==> config.mk <==
export PLATFORM = sky130hd
export DESIGN_NAME = url_path_percent_decoder
export DESIGN_NICKNAME = d
export VERILOG_FILES = /design/src/rtl/upd_pkg.sv /design/src/rtl/upd_front.sv /design/src/rtl/upd_queue.sv /design/src/rtl/upd_back.sv /design/src/rtl/url_path_percent_decoder.sv
export SDC_FILE = /design/constraint.sdc
export NUM_CORES = 1
export LEC_CHECK = 0
export ABC_AREA = 1
export BUFFER_PORTS_ARGS = -buffer_cell sky130_fd_sc_hd__buf_2
export CAP_MARGIN = 40
export CELL_PAD_IN_SITES_DETAIL_PLACEMENT = 1
export CELL_PAD_IN_SITES_GLOBAL_PLACEMENT = 2
export CORE_MARGIN = 1.5
export CORE_UTILIZATION = 40
export CTS_CLUSTER_DIAMETER = 120
export DETAILED_ROUTE_END_ITERATION = 7
export PLACE_DENSITY = 0.89
export SLEW_MARGIN = 15
export SYNTH_ARGS = -nofsm -noshare
export SYNTH_HDL_FRONTEND = slang
export SYNTH_HIERARCHICAL = 1
export SYNTH_SLANG_ARGS = --single-unit
==> constraint.sdc <==
create_clock -name clk -period 2.6 [get_ports clk]
set_input_delay 0.78 -clock clk [delete_from_list [all_inputs] [get_ports clk]]
set_output_delay 0.78 -clock clk [all_outputs]
set_load 0.005 [all_outputs]
==> src/rtl/upd_pkg.sv <==
// Package for the URL path percent decoder: item and status types, character
// codes shared by both parts, and the hex digit decode of the front part.
// No dependencies.
package upd_pkg;

  localparam logic [7:0] CH_PERCENT = 8'h25;
  localparam logic [7:0] CH_PLUS    = 8'h2B;
  localparam logic [7:0] CH_SLASH   = 8'h2F;
  localparam logic [7:0] CH_DOT     = 8'h2E;
  localparam logic [7:0] CH_SPACE   = 8'h20;

  localparam int QUEUE_DEPTH = 4;
  localparam int QUEUE_AW    = $clog2(QUEUE_DEPTH);

  typedef enum logic [2:0] {
    ST_OK           = 3'd0,
    ST_BAD_ESCAPE   = 3'd1,
    ST_EMPTY        = 3'd2,
    ST_NOT_ABSOLUTE = 3'd3,
    ST_DOT_DOT      = 3'd4
  } status_t;

  typedef enum logic [1:0] {
    PH_IDLE = 2'd0,
    PH_HIGH = 2'd1,
    PH_LOW  = 2'd2
  } phase_t;

  // One classified input beat as it travels from the front to the back part.
  typedef struct packed {
    logic [7:0] raw;
    logic       no_byte;
    logic       last;
    logic       is_percent;
    logic       is_plus;
    logic       hex_ok;
    logic [3:0] hex_val;
  } item_t;

  // Bit 4 set means the byte is a hex digit; bits 3:0 hold its value.
  function automatic logic [4:0] hex_decode(input logic [7:0] c);
    logic [4:0] r;
    r = 5'd0;
    if (c >= 8'h30 && c <= 8'h39) begin
      r = {1'b1, 4'(c - 8'h30)};
    end else if (c >= 8'h41 && c <= 8'h46) begin
      r = {1'b1, 4'(c - 8'h37)};
    end else if (c >= 8'h61 && c <= 8'h66) begin
      r = {1'b1, 4'(c - 8'h57)};
    end
    return r;
  endfunction

endpackage

==> src/rtl/upd_front.sv <==
// Front part of the URL path percent decoder: takes input beats, classifies
// each byte (percent, plus, hex digit) and holds it until the queue takes it.
// Depends on upd_pkg.
module upd_front (
  input  logic          clk,
  input  logic          rst_n,
  input  logic          in_valid,
  output logic          in_ready,
  input  logic [7:0]    in_byte,
  input  logic          in_no_byte,
  input  logic          in_last,
  output logic          push,
  input  logic          q_ready,
  output upd_pkg::item_t push_item
);

  upd_pkg::item_t item_r;
  upd_pkg::item_t item_nxt;
  logic           valid_r;
  logic           valid_nxt;
  logic [4:0]     hex;

  assign hex      = upd_pkg::hex_decode(in_byte);
  assign push     = valid_r && q_ready;
  assign in_ready = !valid_r || q_ready;
  assign push_item = item_r;

  always_comb begin
    item_nxt            = item_r;
    valid_nxt           = valid_r;
    if (push) begin
      valid_nxt = 1'b0;
    end
    if (in_valid && in_ready) begin
      item_nxt.raw        = in_byte;
      item_nxt.no_byte    = in_no_byte;
      item_nxt.last       = in_last;
      item_nxt.is_percent = (in_byte == upd_pkg::CH_PERCENT);
      item_nxt.is_plus    = (in_byte == upd_pkg::CH_PLUS);
      item_nxt.hex_ok     = hex[4];
      item_nxt.hex_val    = hex[3:0];
      valid_nxt           = 1'b1;
    end
  end

  always_ff @(posedge clk) begin
    item_r <= item_nxt;
    if (!rst_n) begin
      valid_r <= 1'b0;
    end else begin
      valid_r <= valid_nxt;
    end
  end

endmodule

==> src/rtl/upd_queue.sv <==
// Short queue of classified items between the front and back parts.
// Depends on upd_pkg.
module upd_queue (
  input  logic           clk,
  input  logic           rst_n,
  input  logic           push,
  output logic           push_ready,
  input  upd_pkg::item_t push_item,
  output logic           pop_valid,
  input  logic           pop,
  output upd_pkg::item_t pop_item
);

  upd_pkg::item_t                  slots_r [upd_pkg::QUEUE_DEPTH];
  logic [upd_pkg::QUEUE_AW-1:0]    wr_ptr_r;
  logic [upd_pkg::QUEUE_AW-1:0]    wr_ptr_nxt;
  logic [upd_pkg::QUEUE_AW-1:0]    rd_ptr_r;
  logic [upd_pkg::QUEUE_AW-1:0]    rd_ptr_nxt;
  logic [upd_pkg::QUEUE_AW:0]      count_r;
  logic [upd_pkg::QUEUE_AW:0]      count_nxt;
  logic                            do_push;
  logic                            do_pop;

  assign push_ready = (count_r != (upd_pkg::QUEUE_AW+1)'(upd_pkg::QUEUE_DEPTH));
  assign pop_valid  = (count_r != '0);
  assign pop_item   = slots_r[rd_ptr_r];
  assign do_push    = push && push_ready;
  assign do_pop     = pop && pop_valid;

  always_comb begin
    wr_ptr_nxt = do_push ? wr_ptr_r + 1'b1 : wr_ptr_r;
    rd_ptr_nxt = do_pop ? rd_ptr_r + 1'b1 : rd_ptr_r;
    count_nxt  = count_r;
    if (do_push && !do_pop) begin
      count_nxt = count_r + 1'b1;
    end else if (do_pop && !do_push) begin
      count_nxt = count_r - 1'b1;
    end
  end

  always_ff @(posedge clk) begin
    if (do_push) begin
      slots_r[wr_ptr_r] <= push_item;
    end
    if (!rst_n) begin
      wr_ptr_r <= '0;
      rd_ptr_r <= '0;
      count_r  <= '0;
    end else begin
      wr_ptr_r <= wr_ptr_nxt;
      rd_ptr_r <= rd_ptr_nxt;
      count_r  <= count_nxt;
    end
  end

endmodule

==> src/rtl/upd_back.sv <==
// Back part of the URL path percent decoder: escape state machine, path
// checks, status on the closing beat and the output register.
// Depends on upd_pkg.
module upd_back (
  input  logic           clk,
  input  logic           rst_n,
  input  logic           q_valid,
  output logic           pop,
  input  upd_pkg::item_t item,
  output logic           out_valid,
  input  logic           out_ready,
  output logic [7:0]     out_byte,
  output logic           out_byte_valid,
  output logic           out_done,
  output logic [2:0]     out_status
);

  upd_pkg::phase_t  phase_r, phase_nxt;
  logic [3:0]       high_r, high_nxt;
  logic             err_r, err_nxt;
  logic             any_r, any_nxt;
  logic             fns_r, fns_nxt;
  logic             pdot_r, pdot_nxt;
  logic             dd_r, dd_nxt;

  logic             res_v_r, res_v_nxt;
  logic [7:0]       res_byte_r, res_byte_nxt;
  logic             res_bv_r, res_bv_nxt;
  logic             res_done_r, res_done_nxt;
  upd_pkg::status_t res_st_r, res_st_nxt;

  logic             take;
  logic             bval;
  logic [7:0]       ob;
  logic             err_end;

  assign take = q_valid && (!res_v_r || out_ready);
  assign pop  = take;

  always_comb begin
    phase_nxt    = phase_r;
    high_nxt     = high_r;
    err_nxt      = err_r;
    any_nxt      = any_r;
    fns_nxt      = fns_r;
    pdot_nxt     = pdot_r;
    dd_nxt       = dd_r;
    res_v_nxt    = res_v_r && !out_ready;
    res_byte_nxt = res_byte_r;
    res_bv_nxt   = res_bv_r;
    res_done_nxt = res_done_r;
    res_st_nxt   = res_st_r;
    bval         = 1'b0;
    ob           = 8'd0;
    err_end      = 1'b0;

    if (take) begin
      if (!item.no_byte && !err_r) begin
        unique case (phase_r)
          upd_pkg::PH_IDLE: begin
            if (item.is_percent) begin
              phase_nxt = upd_pkg::PH_HIGH;
            end else begin
              ob   = item.is_plus ? upd_pkg::CH_SPACE : item.raw;
              bval = 1'b1;
            end
          end
          upd_pkg::PH_HIGH: begin
            if (!item.hex_ok) begin
              err_nxt   = 1'b1;
              phase_nxt = upd_pkg::PH_IDLE;
            end else begin
              high_nxt  = item.hex_val;
              phase_nxt = upd_pkg::PH_LOW;
            end
          end
          upd_pkg::PH_LOW: begin
            phase_nxt = upd_pkg::PH_IDLE;
            if (!item.hex_ok) begin
              err_nxt = 1'b1;
            end else begin
              ob   = {high_r, item.hex_val};
              bval = 1'b1;
            end
          end
          default: begin
            phase_nxt = upd_pkg::PH_IDLE;
          end
        endcase
        if (bval) begin
          if (!any_r && ob != upd_pkg::CH_SLASH) begin
            fns_nxt = 1'b1;
          end
          any_nxt  = 1'b1;
          pdot_nxt = (ob == upd_pkg::CH_DOT);
          if (ob == upd_pkg::CH_DOT && pdot_r) begin
            dd_nxt = 1'b1;
          end
        end
      end

      if (bval || item.last) begin
        res_v_nxt    = 1'b1;
        res_byte_nxt = ob;
        res_bv_nxt   = bval;
        res_done_nxt = item.last;
        res_st_nxt   = upd_pkg::ST_OK;
        if (item.last) begin
          err_end = err_nxt || (phase_nxt != upd_pkg::PH_IDLE);
          priority if (err_end) begin
            res_st_nxt = upd_pkg::ST_BAD_ESCAPE;
          end else if (!any_nxt) begin
            res_st_nxt = upd_pkg::ST_EMPTY;
          end else if (fns_nxt) begin
            res_st_nxt = upd_pkg::ST_NOT_ABSOLUTE;
          end else if (dd_nxt) begin
            res_st_nxt = upd_pkg::ST_DOT_DOT;
          end else begin
            res_st_nxt = upd_pkg::ST_OK;
          end
        end
      end

      // The closing beat returns the path state to its reset values.
      if (item.last) begin
        phase_nxt = upd_pkg::PH_IDLE;
        high_nxt  = 4'd0;
        err_nxt   = 1'b0;
        any_nxt   = 1'b0;
        fns_nxt   = 1'b0;
        pdot_nxt  = 1'b0;
        dd_nxt    = 1'b0;
      end
    end
  end

  always_ff @(posedge clk) begin
    res_byte_r <= res_byte_nxt;
    res_bv_r   <= res_bv_nxt;
    res_done_r <= res_done_nxt;
    res_st_r   <= res_st_nxt;
    if (!rst_n) begin
      phase_r <= upd_pkg::PH_IDLE;
      high_r  <= 4'd0;
      err_r   <= 1'b0;
      any_r   <= 1'b0;
      fns_r   <= 1'b0;
      pdot_r  <= 1'b0;
      dd_r    <= 1'b0;
      res_v_r <= 1'b0;
    end else begin
      phase_r <= phase_nxt;
      high_r  <= high_nxt;
      err_r   <= err_nxt;
      any_r   <= any_nxt;
      fns_r   <= fns_nxt;
      pdot_r  <= pdot_nxt;
      dd_r    <= dd_nxt;
      res_v_r <= res_v_nxt;
    end
  end

  assign out_valid      = res_v_r;
  assign out_byte       = res_byte_r;
  assign out_byte_valid = res_bv_r;
  assign out_done       = res_done_r;
  assign out_status     = res_st_r;

endmodule

==> src/rtl/url_path_percent_decoder.sv <==
// Top level of the URL path percent decoder.
// Depends on upd_pkg, upd_front, upd_queue and upd_back.
//
// Usage: the request URI arrives on the in_ stream, one byte per beat, with
// in_tlast on the final beat. in_tuser[0] set means the beat carries no byte
// (used to close an empty URI). Decoded bytes leave on the out_ stream; the
// beat that closes a URI has out_tlast set and carries the path status:
// 0 ok, 1 bad escape, 2 empty, 3 not absolute, 4 contains "..". A beat with
// out_tlast may also carry a decoded byte, flagged by out_tuser[0].
// An input beat that decodes to nothing and is not last gives no output beat.
// Timing: one input beat per cycle is sustained while out_tready is high.
// A beat passes the registered classification stage, a queue slot and the
// output register on its way to the output.
// Stalls: when out_tready is low the output register holds its beat, the
// four-entry queue fills and in_tready drops once the queue and the front
// register are full; nothing is lost. After a bad escape, the rest of the URI
// is consumed without output and closed with the bad escape status.
// Reset: rst_n low at a rising edge empties the queue and output register
// and returns the escape state and path checks to idle.
module url_path_percent_decoder (
  input  logic        clk,
  input  logic        rst_n,
  input  logic        in_tvalid,
  output logic        in_tready,
  input  logic [7:0]  in_tdata,   // [7:0] in_byte
  input  logic [0:0]  in_tuser,   // [0] no_byte
  input  logic        in_tlast,   // last
  output logic        out_tvalid,
  input  logic        out_tready,
  output logic [15:0] out_tdata,  // [7:0] out_byte, [10:8] status, rest zero
  output logic [0:0]  out_tuser,  // [0] out_byte_valid
  output logic        out_tlast   // out_done
);

  logic           push;
  logic           q_ready;
  upd_pkg::item_t push_item;
  logic           q_valid;
  logic           pop;
  upd_pkg::item_t pop_item;
  logic [7:0]     res_byte;
  logic           res_bv;
  logic [2:0]     res_status;

  upd_front u_front (
    .clk        (clk),
    .rst_n      (rst_n),
    .in_valid   (in_tvalid),
    .in_ready   (in_tready),
    .in_byte    (in_tdata),
    .in_no_byte (in_tuser[0]),
    .in_last    (in_tlast),
    .push       (push),
    .q_ready    (q_ready),
    .push_item  (push_item)
  );

  upd_queue u_queue (
    .clk        (clk),
    .rst_n      (rst_n),
    .push       (push),
    .push_ready (q_ready),
    .push_item  (push_item),
    .pop_valid  (q_valid),
    .pop        (pop),
    .pop_item   (pop_item)
  );

  upd_back u_back (
    .clk            (clk),
    .rst_n          (rst_n),
    .q_valid        (q_valid),
    .pop            (pop),
    .item           (pop_item),
    .out_valid      (out_tvalid),
    .out_ready      (out_tready),
    .out_byte       (res_byte),
    .out_byte_valid (res_bv),
    .out_done       (out_tlast),
    .out_status     (res_status)
  );

  assign out_tdata = {5'd0, res_status, res_byte};
  assign out_tuser = res_bv;

endmodule
==> out/results.ini <==
[die]
die_h_um = 118
io_pins = 34
core_area_um2 = 12800
die_area_um2 = 14000
placementRows = 41
initial_utilization_pct = 41.5
die_w_um = 118

[sta]
final_hold_viol_count = 0
setup_viol = 0
tns_ns = 0
slew_viol_final = 0
timing.final.ws_setup_ns = 0.167
fin_crit_ns = 2.43
fmax_mhz = 411
holdWs_ns = 0.472
tightest_slew_ns = 0.562
fin_crit_sh_pct = 93.6
rsz0062_at_grt = no
clock-skew-final_ns = 0.00438
slew_headroom_pct = 62.1

[detailed_routing]
ant_nets = 0
drc_errors = 0
first_pass_iters = 4
drtIter0Drc = 115
drt-wirelength-per-cell_um = 16.7
vias = 3602
wirelength_um = 12000
viasPerCell = 4.99

[power_and_ir_drop]
p_clk_share_pct = 33.2
powerDensity_nw_per_um2 = 1130
pwr-share-comb_pct = 31.1
power_switching_mw = 2.44
total_power_mw = 7.15
ir_drop_mv = 0.478
power_frac_seq_pct = 35.7
leakagePower_nw = 2.48
p_int_mw = 4.72
p_sw_share_pct = 34.1

[global_routing]
grt_pass1_vias = 3816
antenna_found_initial = 0
grt_max_degree = 36
grt_usage_pct = 18.3
overflow = 0
grt_pass1_wl_um = 19500

[cells_and_area]
drive_gt1_share_pct = 23.8
postLayoutCoreUtil_pct = 49.4
area_growth_pct = 18.8
fin_cells = 722
antenna_cells = 0
final_area_um2 = 6330
final_nets = 564

[placed_design]
place_inst = 690
place_congestion = 0.801
io_buffers = 28
hpwl_um = 8390
placed_area_um2 = 5730
dp_slack_ns = 0.190

[synthesis]
ys_top_cells_by_area = edfxtp_1 55%, dfxtp_1 8.3%, nor2_1 5.4%, nand2_1 4.6%, inv_1 3.6%
yosysMostFrequentCell = edfxtp_1
synth_ff_type = edfxtp_1
syn-cell-area_um2 = 5330
synth_edf_count = 98
avgSynthCellArea_um2 = 11.1
synthDistinctLibCells = 38
synth-seq-cells = 120
ys_warn_count = 6
synthCells = 481
synthArstFlopShare_pct = 0
yosysTopAreaCellShare_pct = 55.3
yosys.area.top_type = edfxtp_1
yosysSeqAreaShare_pct = 63.5
synthTopCellsByCount = 98 x edfxtp_1, 76 x nor2_1, 65 x nand2_1

[setup_path]
worst_ep_arrival_time_ns = 2.49
crit_required_ns = 2.66
end_kind = register
critPathKind = reg -> reg
crit_fanout = 35
r2r_slack_ns = 0.17
start_kind = register

[clock_network]
ctsLongestPathBuffers = 2
cts_root_buf = clkbuf_16
postCtsSetupRepairBufs = 0
clk_latency_ns = 0.42
htree_levels = 4
cts_resized = 0
clk_pin_slew_worst_paths_ns = 0.06
cts_tree = built
numCtsBuffers = 17
cts.sinks = 120
cts_hold_buf = 0

[hold_path]
holdCritStartpoint = u_back/high_r[1]$_SDFFE_PN0P_
hp-class = reg -> reg

[flow_run]
max-cap-violations = 0

[run_status]
status = finished, final reports clean

==> routing by layer <==
metal | up-vias | track usage, % | wire [µm]
li1 | 1736 | - | -
met1 | 1784 | 20.2 | 5050
met2 | 62 | 33.5 | 6410
met3 | 20 | 4.20 | 323
met4 | 0 | 7.98 | 249
met5 | - | 0 | 0
==> cell families (layout without fill, tap and decap cells) <==
family                   Yosys count  count (layout)  synth area share [%]
adder cells (fa/ha/maj)           13              13                  3.19
AND/OR/NAND/NOR                  188             188                  16.3
other                              1               5                0.0704
buffers and inverters             74             139                  6.67
flip-flops                       120             120                  63.5
XOR/XNOR                           1               1                 0.164
AO/OA/AOI/OAI                     84              84                  10.1
==> worst max-delay path, cell delays in order, from the launching register on <==
cell and delay (ns):
dfxtp_1 0.35, buf_12 0.21, inv_6 0.08, o21ai_1 0.13, o22ai_1 0.11, buf_4 0.17, nor2_1 0.23, nor2_2 0.10
nor2_4 0.14, o21ai_0 0.15, inv_1 0.40
==> layout make-up <==
cell class	instances	area, µm²
inverter	60	230
multi-input combinational	291	1600
sequential	120	3380
tap	172	215
fill	1415	6490
timing repair buffer	47	295
clock buffer	17	425
clock inverter	15	178
==> state kept, by name (all words and copies together) (netlist names), 2 cells and up, named ones only <==
register,count
u_queue/slots_r,68
u_front/push_item,17
u_back/out_byte,8
u_back/high_r,4
u_back/out_status,3
u_queue/count_r,3
u_back/phase_r,2
u_queue/rd_ptr_r,2
u_queue/wr_ptr_r,2
==> path summary, 6_finish.rpt <==
| check | end | depth (start not counted) |
|---|---|---|
| worst max-delay path | u_back/out_byte[5]$_SDFFCE_PN0P_ | 10 |
| worst min-delay path | u_back/high_r[1]$_SDFFE_PN0P_ | 2 |
| worst max register to register | u_back/out_byte[5]$_SDFFCE_PN0P_ | 10 |
| worst min register to register | u_back/high_r[1]$_SDFFE_PN0P_ | 2 |
==> power by group through the flow <==
stage	registers, mW	clock network, mW	logic (mW)
floorplan	2.58	0	1.51
global placement	2.58	0	2.12
detailed placement	2.60	0	2.21
CTS	2.56	2.43	2.25
global route	2.58	2.50	2.48
finish	2.55	2.37	2.23
==> placed cells by master, fill, tap and decap left out, types with 2 or more instances in the layout <==
master      synthesis  final
edfxtp_1           98     98
nor2_1             76     76
nand2_1            65     65
inv_1              51     51
buf_2               1     28
dfxtp_1            22     22
o21ai_0            19     19
buf_4               7     18
a21oi_1            18     18
clkbuf_16           0     17
o21ai_1            15     15
nand3_1            13     13
ha_1               12     12
o22ai_1            11     11
o21ai_2            10     10
nand2_2             8      8
inv_2               7      7
nor2_2              7      7
o22ai_2             7      7
clkinvlp_4          0      6
conb_1              1      5
nor2_4              4      4
nand2_4             4      4
clkinv_1            1      3
inv_6               1      3
bufinv_16           0      3
nand3_2             3      3
clkinv_4            0      2
nand4_1             2      2
(Power assumes the default switching activity.)
